<file path="config.mk">
export PLATFORM = sky130hd
export DESIGN_NAME = keypad_scan_digit_display
export DESIGN_NICKNAME = d
export VERILOG_FILES = /design/src/rtl/kpsd_pkg.sv /design/src/rtl/kpsd_key_enc.sv /design/src/rtl/kpsd_disp.sv /design/src/rtl/keypad_scan_digit_display.sv
export SDC_FILE = /design/constraint.sdc
export NUM_CORES = 1
export LEC_CHECK = 0
export ABC_AREA = 0
export BUFFER_PORTS_ARGS = -buffer_cell sky130_fd_sc_hd__buf_2
export CAP_MARGIN = 20
export CORE_MARGIN = 2
export CORE_UTILIZATION = 55
export DETAILED_ROUTE_END_ITERATION = 12
export GPL_TIMING_DRIVEN = 0
export HOLD_SLACK_MARGIN = 0.05
export MAX_ROUTING_LAYER = met4
export PLACE_DENSITY = 0.77
export SKIP_LAST_GASP = 1
export SLEW_MARGIN = 0
export SYNTH_ARGS = -nofsm -noshare
export SYNTH_HDL_FRONTEND = slang
export SYNTH_SLANG_ARGS = --single-unit
</file>
<file path="constraint.sdc">
create_clock -name i_clk -period 3.8 [get_ports i_clk]
set_input_delay 0.19 -clock i_clk [delete_from_list [all_inputs] [get_ports i_clk]]
set_output_delay 0.19 -clock i_clk [all_outputs]
set_load 0.05 [all_outputs]
</file>
<file path="src/rtl/kpsd_pkg.sv">
// ----------------------------------------------------------------------------
// kpsd_pkg
// Shared types, symbol codes and the seven-segment table for the keypad
// scanner and digit display.
// ----------------------------------------------------------------------------
package kpsd_pkg;

    localparam int DEF_NUM_DIGITS = 6;
    localparam int DEF_NUM_COLS   = 4;

    localparam int ROW_W = 4;
    localparam int SEL_W = 8;
    localparam int SEG_W = 7;
    localparam int SYM_W = 4;

    typedef logic [SYM_W-1:0] t_sym;

    localparam t_sym SYM_DASH  = 4'd10;
    localparam t_sym SYM_BLANK = 4'd11;
    localparam t_sym SYM_NONE  = 4'd15;

    localparam logic [SEL_W-1:0] SEL_RESET = 8'h04;
    localparam logic [SEL_W-1:0] SEL_FIRST = 8'h02;

    typedef struct packed {
        logic pressed;
        t_sym sym;
    } t_key;

    function automatic logic [SEG_W-1:0] seg_code(input t_sym sym);
        logic [SEG_W-1:0] seg;
        case (sym)
            4'd0:    seg = 7'h3F;
            4'd1:    seg = 7'h06;
            4'd2:    seg = 7'h5B;
            4'd3:    seg = 7'h4F;
            4'd4:    seg = 7'h66;
            4'd5:    seg = 7'h6D;
            4'd6:    seg = 7'h7D;
            4'd7:    seg = 7'h07;
            4'd8:    seg = 7'h7F;
            4'd9:    seg = 7'h6F;
            SYM_DASH: seg = 7'h40;
            default: seg = 7'h00;
        endcase
        return seg;
    endfunction

endpackage

</file>
<file path="src/rtl/kpsd_key_enc.sv">
// ----------------------------------------------------------------------------
// kpsd_key_enc
// Priority encoder for the keypad rows: row 3 first, then row 2, then row 1,
// lowest column first, mapped to a display symbol.
// ----------------------------------------------------------------------------
module kpsd_key_enc #(
    parameter int NUM_COLS = kpsd_pkg::DEF_NUM_COLS
) (
    input  logic [kpsd_pkg::ROW_W-1:0] i_row_one_cols,
    input  logic [kpsd_pkg::ROW_W-1:0] i_row_two_cols,
    input  logic [kpsd_pkg::ROW_W-1:0] i_row_three_cols,
    output kpsd_pkg::t_key             o_key
);
    import kpsd_pkg::*;

    // first pressed column, 1-based, zero if none
    function automatic logic [2:0] first_col(input logic [ROW_W-1:0] cols);
        logic [2:0] col;
        col = 3'd0;
        for (int c = NUM_COLS - 1; c >= 0; c--) begin
            if (!cols[c]) begin
                col = 3'(c + 1);
            end
        end
        return col;
    endfunction

    logic [2:0] col_one;
    logic [2:0] col_two;
    logic [2:0] col_three;
    logic [3:0] key_num;

    always_comb begin
        col_one   = first_col(i_row_one_cols);
        col_two   = first_col(i_row_two_cols);
        col_three = first_col(i_row_three_cols);
        if (col_three != 3'd0) begin
            key_num = 4'd8 + {1'b0, col_three};
        end else if (col_two != 3'd0) begin
            key_num = 4'd4 + {1'b0, col_two};
        end else begin
            key_num = {1'b0, col_one};
        end

        o_key.pressed = (key_num != 4'd0);
        case (key_num)
            4'd10:   o_key.sym = t_sym'(0);
            4'd11:   o_key.sym = SYM_DASH;
            4'd12:   o_key.sym = SYM_BLANK;
            default: o_key.sym = key_num;
        endcase
    end

endmodule

</file>
<file path="src/rtl/kpsd_disp.sv">
// ----------------------------------------------------------------------------
// kpsd_disp
// Digit store, held-key memory, digit select ring and segment latch. All
// state moves on one advance per beat.
// ----------------------------------------------------------------------------
module kpsd_disp #(
    parameter int NUM_DIGITS = kpsd_pkg::DEF_NUM_DIGITS
) (
    input  logic                       i_clk,
    input  logic                       i_rst_n,
    input  logic                       i_adv,
    input  kpsd_pkg::t_key             i_key,
    output logic [kpsd_pkg::SEL_W-1:0] o_digit_select,
    output logic [kpsd_pkg::SEG_W-1:0] o_segments
);
    import kpsd_pkg::*;

    t_sym             r_held;
    t_sym             n_held;
    t_sym             r_store [NUM_DIGITS];
    t_sym             n_store [NUM_DIGITS];
    logic [SEL_W-1:0] r_ring;
    logic [SEL_W-1:0] n_ring;
    logic [SEG_W-1:0] r_seg;
    logic [SEG_W-1:0] n_seg;

    always_comb begin
        n_held  = r_held;
        n_store = r_store;
        if (!i_key.pressed) begin
            n_held = SYM_NONE;
        end else if (i_key.sym != r_held) begin
            n_held = i_key.sym;
            for (int i = 0; i < NUM_DIGITS - 1; i++) begin
                n_store[i] = r_store[i+1];
            end
            n_store[NUM_DIGITS-1] = i_key.sym;
        end

        n_ring = {r_ring[SEL_W-2:0], 1'b0};
        if (n_ring == '0) begin
            n_ring = SEL_FIRST;
        end

        // slots past the store and the idle slot hold the pattern
        n_seg = r_seg;
        for (int i = 0; i < NUM_DIGITS; i++) begin
            if (n_ring[i+1]) begin
                n_seg = seg_code(n_store[i]);
            end
        end
    end

    always_ff @(posedge i_clk) begin
        if (!i_rst_n) begin
            r_held <= SYM_NONE;
            for (int i = 0; i < NUM_DIGITS; i++) begin
                r_store[i] <= SYM_BLANK;
            end
            r_ring <= SEL_RESET;
            r_seg  <= '0;
        end else if (i_adv) begin
            r_held  <= n_held;
            r_store <= n_store;
            r_ring  <= n_ring;
            r_seg   <= n_seg;
        end
    end

    assign o_digit_select = r_ring;
    assign o_segments     = r_seg;

endmodule

</file>
<file path="src/rtl/keypad_scan_digit_display.sv">
// Path: an accepted beat is held in the input register, then moves on to the
// result register, which drives the outputs.
// Throughput: one beat per cycle while the receiver does not stall; the input
// register hands on to the result register whenever that register is empty or being taken.
// Reset: synchronous, active low; store to blanks, no key held, select at 0x04,
// segments zero, both registers empty.
// ----------------------------------------------------------------------------
// keypad_scan_digit_display
// Matrix keypad scanner feeding a six-digit multiplexed seven-segment display.
// ----------------------------------------------------------------------------
module keypad_scan_digit_display #(
    parameter int NUM_DIGITS = kpsd_pkg::DEF_NUM_DIGITS,
    parameter int NUM_COLS   = kpsd_pkg::DEF_NUM_COLS
) (
    input  logic                       i_clk,
    input  logic                       i_rst_n,
    input  logic                       i_valid,
    output logic                       o_stall,
    input  logic [kpsd_pkg::ROW_W-1:0] i_row_one_cols,
    input  logic [kpsd_pkg::ROW_W-1:0] i_row_two_cols,
    input  logic [kpsd_pkg::ROW_W-1:0] i_row_three_cols,
    output logic                       o_valid,
    input  logic                       i_stall,
    output logic [kpsd_pkg::SEL_W-1:0] o_digit_select,
    output logic [kpsd_pkg::SEG_W-1:0] o_segments
);
    import kpsd_pkg::*;

    logic             r_in_valid;
    logic [ROW_W-1:0] r_row_one;
    logic [ROW_W-1:0] r_row_two;
    logic [ROW_W-1:0] r_row_three;
    logic             r_out_valid;
    logic             out_free;
    logic             adv;
    logic             in_take;
    t_key             key;

    assign out_free = !r_out_valid || !i_stall;
    assign adv      = r_in_valid && out_free;
    assign o_stall  = r_in_valid && !out_free;
    assign in_take  = i_valid && !o_stall;

    always_ff @(posedge i_clk) begin
        if (!i_rst_n) begin
            r_in_valid  <= 1'b0;
            r_out_valid <= 1'b0;
        end else begin
            if (in_take || adv) begin
                r_in_valid <= in_take;
            end
            if (out_free) begin
                r_out_valid <= adv;
            end
        end
    end

    always_ff @(posedge i_clk) begin
        if (in_take) begin
            r_row_one   <= i_row_one_cols;
            r_row_two   <= i_row_two_cols;
            r_row_three <= i_row_three_cols;
        end
    end

    kpsd_key_enc #(
        .NUM_COLS(NUM_COLS)
    ) u_key_enc (
        .i_row_one_cols  (r_row_one),
        .i_row_two_cols  (r_row_two),
        .i_row_three_cols(r_row_three),
        .o_key           (key)
    );

    kpsd_disp #(
        .NUM_DIGITS(NUM_DIGITS)
    ) u_disp (
        .i_clk         (i_clk),
        .i_rst_n       (i_rst_n),
        .i_adv         (adv),
        .i_key         (key),
        .o_digit_select(o_digit_select),
        .o_segments    (o_segments)
    );

    assign o_valid = r_out_valid;

endmodule

</file>
=== After elaboration in Yosys (flattened, before gate mapping) ===
Memory sizes are Yosys's and may differ from the RTL's.
Cells that the tools add are included.

* Register bits: 57
* Latch bits: 0
* RAM bits: 0
* Memory bits (read-only): 672
* Bits of input ports: 16
* Output and inout port bits: 17
* Logic and storage cells: 69
* Memories kept: 6

* Add/sub/neg operators: 2
* Multipliers: 0
* Divide/modulo/power cells: 0
* $lt $le $gt $ge: 0
* Eq/ne operators: 5
* Shift operators: 0
* Muxes and demuxes: 26
* Bitwise gates (word level): 0
* Reductions and logical operators: 16

{| class="wikitable"
|+ Memory list
! memory !! words !! bits a word !! rd ports !! clocked after memory_dff !! wr ports !! RTL line !! text
|-
| (name not given) || 16 || 7 || 1 || 0 || 0 || kpsd_pkg.sv:32 || <nowiki>case (sym)</nowiki>
|-
| (name not given) || 16 || 7 || 1 || 0 || 0 || kpsd_pkg.sv:32 ||
|-
| (name not given) || 16 || 7 || 1 || 0 || 0 || kpsd_pkg.sv:32 ||
|-
| (name not given) || 16 || 7 || 1 || 0 || 0 || kpsd_pkg.sv:32 ||
|-
| (name not given) || 16 || 7 || 1 || 0 || 0 || kpsd_pkg.sv:32 ||
|-
| (name not given) || 16 || 7 || 1 || 0 || 0 || kpsd_pkg.sv:32 ||
|}

{| class="wikitable"
|+ Operator list
! operator !! number
|-
| two-way mux 24 bit || 2
|-
| two-way mux 7 bit || 6
|-
| two-way mux 3 bit || 12
|-
| two-way mux 4 bit || 4
|-
| == test 4 bit (second input constant) || 3
|-
| case mux 4 bit (3 select lines) || 1
|-
| two-way mux 8 bit || 1
|-
| zero test 7 bit || 1
|-
| nonzero test 3 bit || 2
|-
| nonzero test 6 bit || 1
|-
| adder 3 x 3 -> 4 bit (first input constant) || 1
|-
| adder 4 x 3 -> 4 bit (first input constant) || 1
|-
| zero test 1 bit || 4
|-
| != test 4 bit || 1
|-
| AND reduction 2 bit || 2
|-
| nonzero test 4 bit || 1
|-
| logical AND 1 bit || 3
|-
| logical OR 1 bit || 2
|-
| != test 2 bit (second input constant) || 1
|}

=== Longest topological paths before layout ===
Gate-level depths: netlist (run 1).
An unclocked memory read counts as a cell.

* Depth in word-level cells: 19
* Gate-level depth with buffers: 18
* Gate-level depth less buffers: 15

=== By module ===
Synthesis (run 1) repeated with hierarchy kept, for this count alone.

* Cell total of the unflattened synthesis: 538
* Area, all modules: 4460.5 um^2

{| class="wikitable"
|+ Modules (own cells, without submodules)
! module !! instances !! cells an instance !! area an instance (um^2) !! seq. area each (um^2)
|-
| kpsd_disp || 1 || 483 || 3793.6 || 840.8
|-
| keypad_scan_digit_display || 1 || 20 || 444.2 || 400.4
|-
| kpsd_key_enc || 1 || 35 || 222.7 || 0.0
|}

=== Least setup slack after synthesis (run 1) ===
No wires, ideal clock.

* Kind: register to register
* Start point: register r_row_three[2]
* End point: register u_disp.r_seg[6] (netlist: u_disp.o_segments[6])
* Library setup time: 87 ps
* Arrival: 4154 ps
* Data required time: 3713 ps
* Setup slack: -441 ps
* Stages on the path, launching flop included: 19
* Buffers on the path: 3
* Period minus slack after synthesis: 4241 ps
* Cells stage by stage: edfxtp_1 and4_1 and4_1 a211o_1 nor2_1 nand4_2 o21ai_4 buf_4 buf_2 buf_2 mux2i_1 inv_1 ha_1 a211oi_1 o21ai_0 o21ai_0 nor2_1 or4_1 o31ai_1

{| class="wikitable"
|+ RTL lines
! item !! RTL line !! text
|-
| start, declared || keypad_scan_digit_display.sv:32 || <nowiki>logic [ROW_W-1:0] r_row_three;</nowiki>
|-
| start signal, assigned || keypad_scan_digit_display.sv:62 || <nowiki>r_row_three <= i_row_three_cols;</nowiki>
|-
| end signal, assigned || kpsd_disp.sv:66 || <nowiki>r_seg <= n_seg;</nowiki>
|-
| end, declared || kpsd_disp.sv:24 || <nowiki>logic [SEG_W-1:0] r_seg;</nowiki>
|}

=== Worst setup path after layout (run 1) ===
* Start point: register r_row_three[2]
* End point: register u_disp.r_seg[3] (netlist: u_disp.o_segments[3])

* Word-level cells in the longest chain between the ends: 17
* Elaborated cells between the ends (all ways): 26
* Those cells by class: add/sub (1); eq/ne (4); mux (13); reduce/logical (2); memory (6)

{| class="wikitable"
|+ RTL lines
! item !! RTL line !! text
|-
| two-way mux 3 bit (*) (3 in a row) || kpsd_key_enc.sv:21 || <nowiki>if (!cols[c]) begin</nowiki>
|-
| adder 4 x 3 -> 4 bit or nonzero test 3 bit (tied branches) || kpsd_key_enc.sv:38, kpsd_key_enc.sv:37 ||
|-
| two-way mux 4 bit (*) || kpsd_key_enc.sv:37 || <nowiki>if (col_three != 3'd0) begin</nowiki>
|-
| == test 4 bit || kpsd_key_enc.sv:46 || <nowiki>case (key_num)</nowiki>
|-
| case mux 4 bit (3 select lines) || kpsd_key_enc.sv:46 ||
|-
| != test 4 bit || kpsd_disp.sv:32 || <nowiki>end else if (i_key.sym != r_held) begin</nowiki>
|-
| two-way mux 24 bit || kpsd_disp.sv:32 ||
|-
| two-way mux 24 bit (*) || kpsd_disp.sv:30 || <nowiki>if (!i_key.pressed) begin</nowiki>
|-
| memory (16 x 7 bit) || n/a ||
|-
| two-way mux 7 bit (5 in a row) || kpsd_disp.sv:48 || <nowiki>if (n_ring[i+1]) begin</nowiki>
|-
| two-way mux 7 bit (*) || kpsd_disp.sv:48 ||
|}

Mark *: on every way between the ends. The rest lies on a longest branch, timed or not. The select of a mux whose other input is x is not followed.
A chain may end at the register's enable or synchronous reset.

==> flow_summary.ini, run 1 <==
[global_route]
grt_use_met1_pct = 45.7
grtUsageTotal_pct = 34.9
grt_pass1_wl_mm = 23.7
grt_max_degree = 20
overflow = 0
met3_usage_pct = 5.38
grt_antenna_before_repair = 0
grt_pass1_vias = 4476
met2_usage_pct = 54.9
grt_busiest_layer = met2

[cts]
cts.path.max_buffers = 2
cts.sink_count = 56
root_buffer = clkbuf_8
cts_htree_levels = 2
clk_latency_ns = 0.33
clk_pin_slew_worst_paths_ns = 0.11
cts_buffers = 5
tritoncts = yes

[layout]
drive_gt1_share_pct = 20.5
syn2layout_area_growth_pct = 24.6
fin_cells = 767
n_antenna_cell = 0
utilization_pct = 70.1
final_area_sq_mm = 0.00570
fill_cells = 660
fin_nets = 712

[timing]
fin_ws_ns = 0.0969
finalHoldViolations = 0
setup-tns-final_ns = 0
period_share_pct = 97.4
finalClockSkew_ns = 0.0149
rsz0062_at_grt = yes
finalSetupViolCount = 0
final_max_slew_viol_count = 0
max_slew_margin_pct = 35.6
hold_slack_ns = 0.116
layout_min_cycle_time_ns = 3.70
tightest_slew_ns = 0.964
fmax_ghz = 0.270

[synthesis]
synth_edf_count = 12
syn_avg_cell_area_sq_um = 7.94
synthCells = 576
ys_warn_count = 0
synth-main-ff-cell = dfxtp_1
synth-simple-area-share_pct = 20.0
ys_types = 67
syn-num-nets = 627
syn_area_sq_mm = 0.00458
synth-compound-area-share_pct = 27.1
yosys_register_bits = 56
muxShareOfSynthArea_pct = 9.13
synth_xor_area_share_pct = 0.191
synth_top_family_by_area = compound AO/OA/AOI/OAI gates
synthAdderAreaFrac_pct = 9.57
async_flop_share_pct = 0
yosysSeqAreaShare_pct = 27.1

[placed_design]
pre_cts_slack_ns = -0.664
dp_hpwl_mm = 10.6
dpl.cell_count = 712
port_buffers = 31
finalWeightedCongestion = 0.979
placedInstanceArea_sq_mm = 0.00492

[routing]
routedWlPerCell_um = 19.9
drc_errors = 0
dr.pass1.iters = 5
vias = 4956
finalWirelength_mm = 15.2
drtIter0Drc = 436
vias_per_cell = 6.46
antenna_left = 0

[power_and_ir_drop]
p_per_area_mw_per_mm2 = 279
p_leak_nw = 2.33
ir_worst_vdd_mv = 0.167
finalPower_mw = 1.59

[setup_path]
critPathMostFrequentCell = buf_12
crit_path_start = r_row_three[2]$_DFFE_PP_
critPathMaxStageDelay_ns = 0.43
end_kind = flip-flop
rr_startpoint = r_row_three[2]$_DFFE_PP_
critPathArrivalTime_ns = 3.92
cp_max_fo = 10
reg2reg_to = u_disp.o_segments[3]$_SDFFE_PN0P_
critPathKind = reg2reg
cp_cell_sequence = buf_6, and4_4, and4_1, a211o_1, nor2_2, nand4_2, o21ai_4, buf_4, buf_12, buf_12, mux2i_4, inv_1, ha_1, nor2_1, o31ai_2, a211oi_2, o41ai_2
r2r_cells = 17
cp_slowest_cell = edfxtp_1
crit_path_start_kind = flip-flop
cp-endpoint = u_disp.o_segments[3]$_SDFFE_PN0P_
r2r_slack_ns = 0.1
cp_data_required_time_ns = 4.01

[die]
core_area_sq_mm = 0.00813
die_w_um = 95.2
num_rows = 33
start_util_pct = 56.3
die_h_um = 95.2
io_pins = 33
die-area_sq_mm = 0.00906

[worst_hold_path]
whs_path_depth = 2
worstHoldPathType = in2reg

[run_status]
status = complete, no violations

[flow_run]
maxCapViolations = 0
[placed cells by master (no fill, tap or decap), types with 5 or more instances in the layout]
cell and count:
o21ai_0 33, a31oi_1 10, o22ai_1 8, a21boi_0 7, nor2_1 37, dlygate4sd3_1 12, nand4_1 7, mux2i_4 10
o21a_1 5, nor3_1 9, o211ai_1 21, edfxtp_1 12, buf_2 33, clkbuf_1 32, inv_1 31, a211oi_1 6
nand2b_1 7, buf_4 35, nor2b_1 12, ha_1 34, nand3_1 14, dfxtp_1 44, clkbuf_8 5, nor3b_1 5
mux2_2 7, a21oi_1 33, mux2i_1 18, nand2_1 70
[worst min-delay path by stage]
stage | endpoint | slack (ns) | startpoint
3_5_place_dp | r_row_three[1]$_DFFE_PP_ | 0.37 | i_row_three_cols[1]
3_3_place_gp | r_row_two[0]$_DFFE_PP_ | 0.37 | i_row_two_cols[0]
6_report | r_in_valid$_SDFFE_PN0P_ | 0.12 | i_valid
2_1_floorplan | r_row_one[0]$_DFFE_PP_ | 0.29 | i_row_one_cols[0]
5_1_grt | r_in_valid$_SDFFE_PN0P_ | 0.12 | i_valid
4_1_cts | r_in_valid$_SDFFE_PN0P_ | 0.12 | i_valid
[what timing repair did]
| item | 4_1_cts | 5_1_grt |
|---|---|---|
| endpoints found under the hold margin | 12 | 0 |
| pin swaps | 8 | 16 |
| setup buffers | 21 | 15 |
| hold buffers | 12 | 0 |
| gates resized for setup | 37 | 21 |
| cloned | 1 | 0 |
| setup endpoints to repair | 7 | 7 |
[worst max-delay path, delay by kind of cell (launching register included)]
family	cells	cell delay (ns)
fa+ha+maj	1	0.33
buf+inv	5	0.67
flops	1	0.43
compound gates	5	1.18
simple gates	5	0.71
mux	1	0.27
[cell usage after synthesis, drive strengths merged (5+ instances only)]
cell     n  area (sq um)
o21a     5          37.5
o21ai   39           210
nor2    38           143
inv     33           124
nand3   15          75.1
edfxtp  12           360
nor3b    6          45.0
nand2   70           263
nor3     9          45.0
a211oi   9          67.6
buf     10          66.3
o311ai   5          51.3
o22ai    8          50.1
mux2     8          93.8
a31oi   10          62.6
a21boi   8          60.1
dfxtp   44           881
ha      35           438
o211ai  21           158
clkbuf  32           120
nand2b   8          50.1
a21oi   37           185
nor2b   12          75.1
mux2i   32           324
nand4    8          56.3
[cells by family (layout without fill, tap and decap cells)]
group / count (synthesis) / in the layout
compound gates: 182 / 182
xor+xnor: 1 / 1
fa+ha+maj: 35 / 35
buf+inv: 75 / 161
flops: 56 / 56
mux: 40 / 40
other cells: 1 / 1
simple gates: 186 / 186
[layer usage]
metal,vias up,wire (um)
li1,2275,-
met1,2382,6390
met2,253,7270
met3,46,1180
met4,0,400
met5,-,0
[state kept, by name, summed over array words and instances, names as in the netlist]
| signal | cells |
|---|---|
| o_valid | 1 |
| u_disp.r_held | 4 |
| r_in_valid | 1 |
| r_row_three | 4 |
| u_disp.o_segments | 7 |
| u_disp.r_store | 24 |
| u_disp.o_digit_select | 7 |
| r_row_two | 4 |
| r_row_one | 4 |
[where the power goes]
group	leakage [nW]	internal (mW)	switching, mW
Combinational	1.81	0.217	0.341
Sequential	0.478	0.643	0.0354
Clock	0.0445	0.132	0.221
Total	2.33	0.992	0.598
[final cells by class]
cell class                      instances  area, sq um  area share, %
Sequential cell                        56         1240           21.8
Multi-Input combinational cell        445         3300           57.8
Tap cell                              105          131           2.30
Buffer                                 40          220           3.86
Clock inverter                          3         21.3          0.373
Inverter                               33          124           2.17
Clock buffer                            5         68.8           1.21
Timing Repair Buffer                   80          598           10.5
Power figures use the tool's default switching activity.
==> run 2: changes to the inputs <==
--- a/config.mk
+++ b/config.mk
@@ -9,12 +9,11 @@
 export BUFFER_PORTS_ARGS = -buffer_cell sky130_fd_sc_hd__buf_2
 export CAP_MARGIN = 20
 export CORE_MARGIN = 2
-export CORE_UTILIZATION = 55
+export CORE_UTILIZATION = 30
 export DETAILED_ROUTE_END_ITERATION = 12
 export GPL_TIMING_DRIVEN = 0
 export HOLD_SLACK_MARGIN = 0.05
 export MAX_ROUTING_LAYER = met4
-export PLACE_DENSITY = 0.77
 export SKIP_LAST_GASP = 1
 export SLEW_MARGIN = 0
 export SYNTH_ARGS = -nofsm -noshare
==> flow_summary.ini, run 2 (synthesis gave the netlist of run 1 again) <==
[run_status]
status = complete, no violations

[die]
io_pins = 33
start_util_pct = 30.4
die_w_um = 128
die_h_um = 128
core_area_sq_mm = 0.0150
die-area_sq_mm = 0.0163
num_rows = 45

[routing]
finalWirelength_mm = 15.8
drtIter0Drc = 423
vias = 4841
antenna_left = 0
routedWlPerCell_um = 18.2
drc_errors = 0
dr.pass1.iters = 5
vias_per_cell = 5.58

[cts]
cts_buffers = 5
clk_latency_ns = 0.32
root_buffer = clkbuf_16
cts.sink_count = 56
clk_pin_slew_worst_paths_ns = 0.08
cts.path.max_buffers = 2
cts_htree_levels = 2
tritoncts = yes

[timing]
rsz0062_at_grt = yes
period_share_pct = 97.2
fin_ws_ns = 0.105
finalHoldViolations = 0
final_max_slew_viol_count = 0
hold_slack_ns = 0.0891
finalSetupViolCount = 0
tightest_slew_ns = 1.04
max_slew_margin_pct = 30.3
fmax_ghz = 0.271
finalClockSkew_ns = 0.00754
layout_min_cycle_time_ns = 3.69

[layout]
final_area_sq_mm = 0.00605
utilization_pct = 40.3
fin_nets = 730
n_antenna_cell = 0
drive_gt1_share_pct = 24.7
syn2layout_area_growth_pct = 32.3
multi_input_area_sq_mm = 0.00335
final_cell_mix = nand2_1, buf_4, dfxtp_1
largest_reg_flops = 24
fill_cells = 1500
register_area_sq_mm = 0.00124
layout_commonest_cell = nand2_1
top_register = u_disp.r_store

[placed_design]
pre_cts_slack_ns = -0.690
finalWeightedCongestion = 0.948
dp_hpwl_mm = 10.6
port_buffers = 31
placedInstanceArea_sq_mm = 0.00502

[setup_path]
cp_cell_sequence = buf_4, nand4b_1, nor2_1, a211o_1, nor2_2, nand4_2, o21ai_4, buf_6, buf_12, mux2i_4, inv_2, ha_4, a211oi_2, o21ai_1, o21ai_1, nor2_1, or4_4, o31ai_4
r2r_cells = 18
critPathArrivalTime_ns = 3.93
cp_data_required_time_ns = 4.03
critPathKind = reg2reg
cp_slowest_cell = or4_4
cp-endpoint = u_disp.o_segments[6]$_SDFFE_PN0P_
rr_startpoint = r_row_three[2]$_DFFE_PP_
crit_path_start = r_row_three[2]$_DFFE_PP_
r2r_slack_ns = 0.11
reg2reg_to = u_disp.o_segments[6]$_SDFFE_PN0P_
crit_path_start_kind = flip-flop
cp_max_fo = 6
end_kind = flip-flop
critPathMaxStageDelay_ns = 0.54

[global_route]
grtUsageTotal_pct = 19.5
grt_antenna_before_repair = 0
grt_max_degree = 21
grt_pass1_wl_mm = 24.4
grt_pass1_vias = 4493
overflow = 0

[power_and_ir_drop]
finalPower_mw = 1.77
ir_worst_vdd_mv = 0.203
p_per_area_mw_per_mm2 = 293
p_leak_nw = 2.47

[flow_run]
maxCapViolations = 0

[worst_hold_path]
worstHoldPathType = in2reg
-- run 2: per-layer routing --
| layer | routed length [um] | share of wire [%] | up-vias | track usage (%) |
|---|---|---|---|---|
| met5 | 0 | 0 | - | - |
| met4 | 418 | 2.6 | 0 | 6.14 |
| met3 | 1130 | 7.1 | 35 | 3.06 |
| met2 | 7110 | 45 | 207 | 29.5 |
| met1 | 7180 | 45 | 2284 | 26.8 |
| li1 | - | - | 2315 | - |
-- run 2: layout make-up --
type | count | area share [%]
plain buffers | 41 | 3.91
inverters | 33 | 2.05
flip-flops and latches | 56 | 20.5
clock buffers | 5 | 2.07
well taps | 188 | 3.89
clock inverters | 3 | 0.475
multi-input cells | 445 | 55.4
repair buffers | 97 | 11.8
-- run 2: worst max-delay path: cells and delay by family (launching register included) --
| family | cells | cell delay, ns |
|---|---|---|
| and+or+nand+nor | 6 | 1.10 |
| AOI/OAI and AO/OA | 6 | 1.06 |
| buffers and inverters | 4 | 0.52 |
| DFF | 1 | 0.48 |
| muxes | 1 | 0.25 |
| adders and majority gates | 1 | 0.18 |
-- run 2: how the worst min path moves through the flow --
stage | from | endpoint | slack, ns | cells past startpoint
detailed placement | i_row_two_cols[1] | r_row_two[1]$_DFFE_PP_ | 0.37 | 1
floorplan | i_row_one_cols[0] | r_row_one[0]$_DFFE_PP_ | 0.29 | 0
global route | i_valid | r_in_valid$_SDFFE_PN0P_ | 0.09 | 2
finish | i_valid | r_in_valid$_SDFFE_PN0P_ | 0.09 | 2
global placement | i_row_one_cols[1] | r_row_one[1]$_DFFE_PP_ | 0.37 | 1
CTS | i_row_three_cols[1] | r_row_three[1]$_DFFE_PP_ | 0.05 | 1
-- run 2: where the power goes --
group          internal (mW)  total [mW]  switching [mW]
logic                  0.225       0.572           0.347
registers              0.643       0.678          0.0352
clock network          0.256       0.523           0.268
-- run 2: metrics by stage --
step / TNS, ns / instances
finish: 0 / 868
global placement: -3.38 / 795
CTS: -0.0283 / 850
detailed placement: -3.25 / 795
global route: -0.171 / 868
floorplan: 0 / 576
-- run 2: repair_timing --
| item | CTS | global route |
|---|---|---|
| endpoints found under the setup margin | 7 | 7 |
| resized for setup | 45 | 36 |
| endpoints found under the hold margin | 9 | 3 |
| setup buffers | 40 | 18 |
| hold buffers | 9 | 3 |
| pin swaps | 12 | 27 |
==> run 3: changes to the inputs <==
--- a/config.mk
+++ b/config.mk
@@ -9,7 +9,7 @@
 export BUFFER_PORTS_ARGS = -buffer_cell sky130_fd_sc_hd__buf_2
 export CAP_MARGIN = 20
 export CORE_MARGIN = 2
-export CORE_UTILIZATION = 30
+export CORE_UTILIZATION = 40
 export DETAILED_ROUTE_END_ITERATION = 12
 export GPL_TIMING_DRIVEN = 0
 export HOLD_SLACK_MARGIN = 0.05
==> flow_summary.ini, run 3 (synthesis gave the netlist of run 1 again) <==
[global_route]
grt_max_degree = 21
grt_antenna_before_repair = 0
grtUsageTotal_pct = 24.6
grt_pass1_vias = 4389
overflow = 0
grt_pass1_wl_mm = 23.4

[setup_path]
end_kind = flip-flop
crit_path_start_kind = flip-flop
cp_data_required_time_ns = 4.00
critPathKind = reg2reg
critPathMostFrequentCell = buf_4
cp_max_fo = 9
cp_slowest_cell = mux2i_2
cp_cell_sequence = nand4_1, buf_4, a21o_1, and3_4, o311a_4, o21ai_4, buf_4, buf_8, buf_4, mux2i_2, inv_1, ha_1, nand3_1, o21ai_0, o21ai_0, o41ai_1
critPathArrivalTime_ns = 3.96
critPathMaxStageDelay_ns = 0.49

[power_and_ir_drop]
switching_share_pct = 36.0
ir_worst_vdd_mv = 0.224
p_per_area_mw_per_mm2 = 301
p_sw_uw = 625
clockPowerShare_pct = 29.4
combPwrFrac_pct = 31.6
p_leak_nw = 2.34
seq_power_share_pct = 39.1
p_int_mw = 1.11

[routing]
dr.pass1.iters = 5
routedWlPerCell_um = 19.0
vias = 4848
antenna_left = 0
drtIter0Drc = 499
finalWirelength_mm = 15.3
drc_errors = 0
vias_per_cell = 6.02

[layout]
final_area_sq_mm = 0.00576
syn2layout_area_growth_pct = 25.9
layout_commonest_cell = nand2_1
drive_gt1_share_pct = 20.1
largest_reg_flops = 24
fin_nets = 712
top_register = u_disp.r_store
n_antenna_cell = 0
final_cell_mix = nand2_1, dfxtp_1, nor2_1

[run_status]
status = complete, no violations

[cts]
clk_latency_ns = 0.32
tritoncts = yes
cts_buffers = 5
cts_htree_levels = 2
root_buffer = clkbuf_16
cts.path.max_buffers = 2
clk_pin_slew_worst_paths_ns = 0.08
cts.sink_count = 56

[die]
core_area_sq_mm = 0.0113
io_pins = 33
die_h_um = 111
start_util_pct = 40.6
die-area_sq_mm = 0.0123
die_w_um = 111
num_rows = 39

[flow_run]
maxCapViolations = 0

[timing]
finalSetupViolCount = 0
finalClockSkew_ns = 0.0144
hold_slack_ns = 0.0918
rsz0062_at_grt = yes
period_share_pct = 99.0
max_slew_margin_pct = 35.8
final_max_slew_viol_count = 0
finalHoldViolations = 0
fmax_ghz = 0.266
layout_min_cycle_time_ns = 3.76
tightest_slew_ns = 0.961

[worst_hold_path]
worstHoldPathType = in2reg

[placed_design]
placedInstanceArea_sq_mm = 0.00496
dp_hpwl_mm = 10.5
port_buffers = 31
finalWeightedCongestion = 0.978
==> run 3: layer usage <==
layer  up-vias  GRT usage [%]  wire (um)
li1       2272              -          -
met1      2314           32.7       6740
met2       230           36.9       6840
met3        32           6.18       1310
met4         0           7.67        363
met5         -              -          0
==> run 3: final timing paths <==
kind                                          from                               endpoint  slack [ns]  cells past startpoint
max                       r_row_three[2]$_DFFE_PP_      u_disp.o_segments[3]$_SDFFE_PN0P_        0.04                     16
min                                        i_valid                r_in_valid$_SDFFE_PN0P_        0.09                      2
max reg2reg               r_row_three[2]$_DFFE_PP_      u_disp.o_segments[3]$_SDFFE_PN0P_        0.04                     16
min reg2reg  u_disp.o_digit_select[7]$_SDFFE_PN0P_  u_disp.o_digit_select[7]$_SDFFE_PN0P_        0.47                      2
==> run 3: what timing repair did <==
action | 4_1_cts | 5_1_grt
hold endpoints to repair | 11 | 1
resized for setup | 33 | 19
pin swaps | 10 | 11
setup buffers | 19 | 16
hold buffers | 11 | 1
gates cloned | 0 | 1
setup endpoints to repair | 7 | 7
==> run 3: power by group through the flow <==
| stage | logic (mW) | registers, mW | clock network (mW) |
|---|---|---|---|
| 2_1_floorplan | 0.307 | 0.705 | 0 |
| 3_3_place_gp | 0.447 | 0.687 | 0 |
| 3_5_place_dp | 0.451 | 0.688 | 0 |
| 4_1_cts | 0.504 | 0.675 | 0.523 |
| 5_1_grt | 0.589 | 0.682 | 0.548 |
| 6_report | 0.548 | 0.678 | 0.509 |
==> run 3: metrics by stage <==
stage | total power, mW | TNS, ns | setup slack (ns) | instances | util [%]
2_1_floorplan | 1.01 | 0 | 0.00861 | 576 | -
3_3_place_gp | 1.13 | -3.39 | -0.683 | 750 | 44.0
3_5_place_dp | 1.14 | -3.56 | -0.686 | 750 | 44.0
4_1_cts | 1.70 | -0.0265 | -0.0265 | 788 | 49.1
5_1_grt | 1.82 | -0.216 | -0.0832 | 805 | 51.1
6_report | 1.73 | 0 | 0.0392 | 805 | 51.1
==> run 3: layout make-up <==
class | instances | area, sq um
clock buffer | 5 | 125
buffer | 41 | 226
fill | 1055 | 5510
timing repair buffer | 79 | 579
sequential | 56 | 1240
tap | 143 | 179
multi-input combinational | 445 | 3260
inverter | 33 | 124
clock inverter | 3 | 28.8
==> run 3: worst max-delay path: cells and delay by family (launching register included) <==
family	cells	cell delay, ns
AOI/OAI and AO/OA	6	1.06
buffers and inverters	5	0.81
and+or+nand+nor	3	0.50
muxes	1	0.49
DFF	1	0.44
adders and majority gates	1	0.35
